### src/pcu_pkg.sv
// shared types and constants for the pbwt column unpermute block
package pcu_pkg;

	localparam int MAX_SAMPLES = 4096;
	localparam int MAX_SYMBOLS = 16;
	localparam int ADDR_W      = $clog2(MAX_SAMPLES);
	localparam int CNT_W       = ADDR_W + 1;
	localparam int SYM_W       = 4;
	localparam int BKT_W       = $clog2(MAX_SYMBOLS);
	localparam int SCOUNT_W    = 13;
	localparam int YCOUNT_W    = 5;
	localparam int CFG_IDX_W   = 1;
	localparam int CFG_DATA_W  = 13;

	localparam logic [CFG_IDX_W-1:0] CFG_SAMPLE_COUNT = 1'b0;
	localparam logic [CFG_IDX_W-1:0] CFG_SYMBOL_COUNT = 1'b1;

	localparam logic [SCOUNT_W-1:0] SAMPLE_COUNT_RST = SCOUNT_W'(4096);
	localparam logic [YCOUNT_W-1:0] SYMBOL_COUNT_RST = YCOUNT_W'(2);

	typedef enum logic [2:0] {
		BK_NONE = 3'd0,
		BK_INC  = 3'd1,
		BK_PFX  = 3'd2,
		BK_BUMP = 3'd3,
		BK_CLR  = 3'd4
	} bkt_op_t;

	typedef struct packed {
		bkt_op_t          op;
		logic [BKT_W-1:0] bkt;
	} bkt_ctl_t;

	typedef enum logic [5:0] {
		ST_INIT = 6'b000001,
		ST_IDLE = 6'b000010,
		ST_OUT  = 6'b000100,
		ST_PFX  = 6'b001000,
		ST_SCAN = 6'b010000,
		ST_COPY = 6'b100000
	} state_t;

	// symbols without a bucket of their own go to the last bucket
	function automatic logic [BKT_W-1:0] bucket_of(input logic [SYM_W-1:0] sym);
		logic [BKT_W-1:0] k;
		if (32'(sym) >= MAX_SYMBOLS) begin
			k = BKT_W'(MAX_SYMBOLS - 1);
		end else begin
			k = BKT_W'(sym);
		end
		return k;
	endfunction

endpackage

### src/pcu_buckets.sv
// per-symbol bucket counters, turned into running start offsets for the rebuild
module pcu_buckets (
	input  logic                    clk,
	input  logic                    arst_n,
	input  pcu_pkg::bkt_ctl_t       ctl,
	output logic [pcu_pkg::CNT_W-1:0] start
);

	logic [pcu_pkg::CNT_W-1:0] cnt_q [pcu_pkg::MAX_SYMBOLS];
	logic [pcu_pkg::CNT_W-1:0] acc_q;

	assign start = cnt_q[ctl.bkt];

	always_ff @(posedge clk or negedge arst_n) begin
		if (!arst_n) begin
			for (int i = 0; i < pcu_pkg::MAX_SYMBOLS; i++) begin
				cnt_q[i] <= '0;
			end
			acc_q <= '0;
		end else begin
			case (ctl.op)
				pcu_pkg::BK_INC, pcu_pkg::BK_BUMP: begin
					cnt_q[ctl.bkt] <= cnt_q[ctl.bkt] + 1'b1;
				end
				pcu_pkg::BK_PFX: begin
					// count becomes the start offset of its bucket
					cnt_q[ctl.bkt] <= acc_q;
					acc_q          <= acc_q + cnt_q[ctl.bkt];
				end
				pcu_pkg::BK_CLR: begin
					for (int i = 0; i < pcu_pkg::MAX_SYMBOLS; i++) begin
						cnt_q[i] <= '0;
					end
					acc_q <= '0;
				end
				default: begin
				end
			endcase
		end
	end

endmodule
### config.mk
export PLATFORM = sky130hd
export DESIGN_NAME = pcu_buckets
export DESIGN_NICKNAME = d
export VERILOG_FILES = /design/src/pcu_pkg.sv /design/src/pcu_buckets.sv
export SDC_FILE = /design/constraint.sdc
export NUM_CORES = 1
export LEC_CHECK = 0
export BUFFER_PORTS_ARGS = -buffer_cell sky130_fd_sc_hd__buf_2
export CAP_MARGIN = 20
export CORE_MARGIN = 10
export CORE_UTILIZATION = 57
export CTS_CLUSTER_DIAMETER = 200
export CTS_CLUSTER_SIZE = 25
export DETAILED_ROUTE_END_ITERATION = 10
export GPL_TIMING_DRIVEN = 0
export PLACE_DENSITY = 0.76
export SKIP_LAST_GASP = 1
export SYNTH_ARGS = -nofsm -noshare
export SYNTH_HDL_FRONTEND = slang
export SYNTH_SLANG_ARGS = --single-unit
### constraint.sdc
create_clock -name clk -period 3.07 [get_ports clk]
set_clock_uncertainty 0.1 [all_clocks]
set_input_delay 0.1535 -clock clk [delete_from_list [all_inputs] [get_ports clk]]
set_output_delay 0.1535 -clock clk [all_outputs]
set_load 0.02 [all_outputs]
==> flow_metrics.py <==
metrics = {
    "status": {
        "status": "complete, but fails checks",
        "violations": "setup timing",
    },
    "placement": {
        "port_buffers": 18,
        "hpwlAfterDp_um": 30910,
        "globalplace.congestion": 1.018,
        "dpl_cell_area_mm2": 0.01269,
    },
    "floorplanning": {
        "design.die.area_mm2": 0.02741,
        "start_util_pct": 57.64,
        "die_y_um": 165.6,
        "rows": 53,
        "core_mm2": 0.02096,
        "ios": 22,
        "die_x_um": 165.6,
    },
    "global_route": {
        "grt_util_met2_pct": 47.89,
        "grt_max_degree": 120,
        "grt_pass1_vias": 10580,
        "use_met1_pct": 43.31,
        "grt_usage_pct": 32.33,
        "grt.busiest_layer": "met2",
        "grt_pass1_wl_um": 66630,
        "overflow": 0,
        "met3_usage_pct": 7.214,
        "antenna_found_initial": 2,
    },
    "sta": {
        "setup_tns_ns": -0.5287,
        "setup_viol": 12,
        "relSlewSlack_pct": 25.66,
        "worstMarginPinSlew_ns": 1.111,
        "fin_ws_ns": -0.2753,
        "rsz0062_at_grt": "yes",
        "fmax_mhz": 298.9,
        "min_period_over_period_pct": 109.0,
        "fin_hold_ws_ns": 0.1270,
        "hold_viol": 0,
        "period_minus_slack_ns": 3.345,
        "maxSlewViolCount": 0,
    },
    "clock_tree": {
        "root_buffer": "clkbuf_16",
        "numCtsBuffers": 12,
        "cts.path.max_buffers": 3,
        "cts_tree": "built",
        "clk_pin_slew_ns": 0.11,
        "htreeDepth": 1,
        "cts_sinks": 221,
        "clkLatencyLatePin_ns": 0.50,
    },
    "synth": {
        "mappedNetlistArea_mm2": 0.01208,
        "synth_cell_types": 65,
        "synthSimpleGateAreaFrac_pct": 10.39,
        "synthMuxAreaShare_pct": 10.34,
        "synth-adder-area-share_pct": 1.512,
        "avgSynthCellArea_um2": 10.58,
        "synth_flop_cell": "dfrtp_1",
        "synth_top_family_by_area": "compound AO/OA/AOI/OAI gates",
        "synth_warnings": 0,
        "yosys.area.top_type_share_pct": 45.78,
        "synthesis.nets": 1165,
        "synth_edf_count": 0,
        "seq_area_frac_synth_pct": 45.78,
        "ys_seq_elements": 221,
        "synth_top_cell_by_area": "dfrtp_1",
        "synthCells": 1142,
        "synth_compound_area_share_pct": 25.97,
        "synth-xor-area-share_pct": 1.854,
        "synthArstFlopShare_pct": 100.0,
        "yosys-top-cells-area": "dfrtp_1, mux4_2, a22oi_1, nand2_1, o221ai_1",
    },
    "route": {
        "wl_um": 44410,
        "first_pass_iters": 6,
        "ant_nets": 0,
        "drt-initial-drc-count": 1793,
        "wl_per_cell_um": 29.91,
        "vias": 11160,
        "routed_via_density": 7.516,
        "drc": 0,
    },
    "flow_run": {
        "drv_cap": 0,
    },
    "cells_and_area": {
        "drive_gt1_share_pct": 19.12,
        "nets": 1231,
        "n_fill_cell": 1707,
        "area_growth_pct": 11.47,
        "postLayoutCellArea_mm2": 0.01346,
    },
    "setup_path": {
        "start_kind": "input port",
        "worstPathRequired_ns": 3.38,
        "end_kind": "register",
        "worstPathMaxFanout": 10,
        "critPathKind": "in2reg",
        "arrival_ns": 3.66,
    },
    "power_and_ir_drop": {
        "combPwrFrac_pct": 16.6,
        "pwr-share-seq_pct": 52.1,
        "p_sw_share_pct": 29.45,
        "p_int_w": 0.004165,
        "p_clk_share_pct": 31.3,
        "vdd_drop_max_mv": 0.4385,
        "power.density_mw_per_mm2": 438.5,
        "p_sw_w": 0.001739,
        "leakage_nw": 5.415,
    },
    "min_path": {
        "min_path_type": "in2async",
    },
}
## worst max-delay path: stages
cell and delay (ns):
buf_2 0.33, buf_4 0.35, buf_4 0.33, mux4_2 0.35
a22oi_1 0.33, nand2_2 0.27, ha_1 0.46, o211ai_1 0.17
a21oi_2 0.21, nor3_1 0.07, or4b_1 0.50, o211ai_1 0.11
## path summary, 6_finish.rpt
path | from | end | slack, ns | depth (start not counted)
max | ctl[1] | acc_q[12] | -0.28 | 12
min | arst_n | asynchronous set/reset pin | 0.13 | 2
max reg2reg | register | acc_q[12] | -0.27 | 12
min reg2reg | register | register | 0.40 | 2
max in group asynchronous | arst_n | asynchronous set/reset pin | 1.61 | 3
min in group clk | ctl[4] | register | 0.26 | 5
## kinds of logic (layout without fill, tap and decap cells)
group,count (synthesis),count (layout)
flip-flops,221,221
multiplexers,56,56
other,0,2
buffers and inverters,103,169
AND/OR/NAND/NOR,283,283
AO/OA/AOI/OAI,445,445
adder cells (fa/ha/maj),14,14
XOR/XNOR,20,20
## synthesized netlist by cell type (3+ instances only)
library cell and count:
dfrtp_1 221, nand2_1 166, o21ai_0 98, a22oi_1 97
clkbuf_1 58, o221ai_1 58, mux4_2 55, nor2_1 53
a21oi_1 43, a22o_1 37, o21ai_1 23, nand2b_1 19
ha_1 13, a221oi_1 12, buf_2 12, o22ai_1 11
a32oi_1 10, buf_1 10, inv_1 10, xnor2_1 10
a21oi_2 9, nor3_1 9, o31a_1 9, nor2b_1 8
buf_6 7, o31ai_1 7, a31oi_1 6, nand2_2 6
xor2_1 5, and2_1 4, nand3_1 4, xnor2_2 4
a21o_1 3, buf_4 3, o211ai_1 3, o21ai_2 3
o221ai_2 3
## power by group through the flow
stage / Clock, W / Sequential (W) / Combinational [W]
after global routing: 0.00193 / 0.00309 / 0.00102
after floorplan: 0 / 0.00310 / 0.000541
after global placement: 0 / 0.00313 / 0.000846
final: 0.00185 / 0.00308 / 0.000980
after detailed placement: 0 / 0.00313 / 0.000875
after CTS: 0.00182 / 0.00307 / 0.000911
## cell usage in the layout, fill, tap and decap left out, types with 6 or more instances in the layout
cell	instances
dfrtp_1	220
nand2_1	161
o21ai_0	95
a22oi_1	88
o221ai_1	58
mux4_2	55
nor2_1	52
clkbuf_1	52
a21oi_1	38
a22o_1	37
buf_4	34
buf_2	28
o21ai_1	24
nand2b_1	19
a21oi_2	13
clkbuf_16	13
a22oi_2	11
a221oi_1	11
buf_1	10
o22ai_1	10
a32oi_1	10
ha_1	10
o31a_1	9
nor2b_1	8
nand2_2	8
inv_1	8
nor3_1	7
xnor2_2	7
buf_6	6
a31oi_1	6
xnor2_1	6
o31ai_1	6
## per-layer routing
| metal | wire length [um] | share of wire, % |
|---|---|---|
| met1 | 16400 | 37 |
| met2 | 19480 | 44 |
| met3 | 5553 | 13 |
| met4 | 2979 | 6.7 |
| met5 | 0 | 0 |
## area by class of cell
class	count	area (um^2)	share of cell area, %
diodes	2	5.005	0.03717
plain buffers	93	490.5	3.643
clock buffers	13	325.3	2.416
clock inverters	1	30.03	0.2230
inverters	10	37.54	0.2788
multi-input cells	818	6312	46.88
flip-flops and latches	221	5532	41.08
well taps	275	344.1	2.556
repair buffers	52	387.9	2.881
## metrics by stage
step | total power (W) | util (%) | instances | setup slack [ns]
CTS | 0.005805 | 63.26 | 1468 | -0.2138
global route | 0.006040 | 64.24 | 1484 | -0.4099
global placement | 0.003973 | 60.20 | 1435 | -2.129
detailed placement | 0.004002 | 60.55 | 1441 | -1.080
finish | 0.005904 | 64.25 | 1485 | -0.2753
floorplan | 0.003641 | - | 1142 | -0.08231
## repair_timing
| item | 4_1_cts | 5_1_grt |
|---|---|---|
| endpoints found under the setup margin | 80 | 97 |
| gates cloned | 0 | 0 |
| hold endpoints to repair | 102 | 0 |
| gates resized for setup | 23 | 25 |
| pin swaps | 14 | 12 |
| buffers inserted | 12 | 12 |
| hold buffers | 1 | 0 |
No activity file was read; power rests on OpenSTA's default activity.
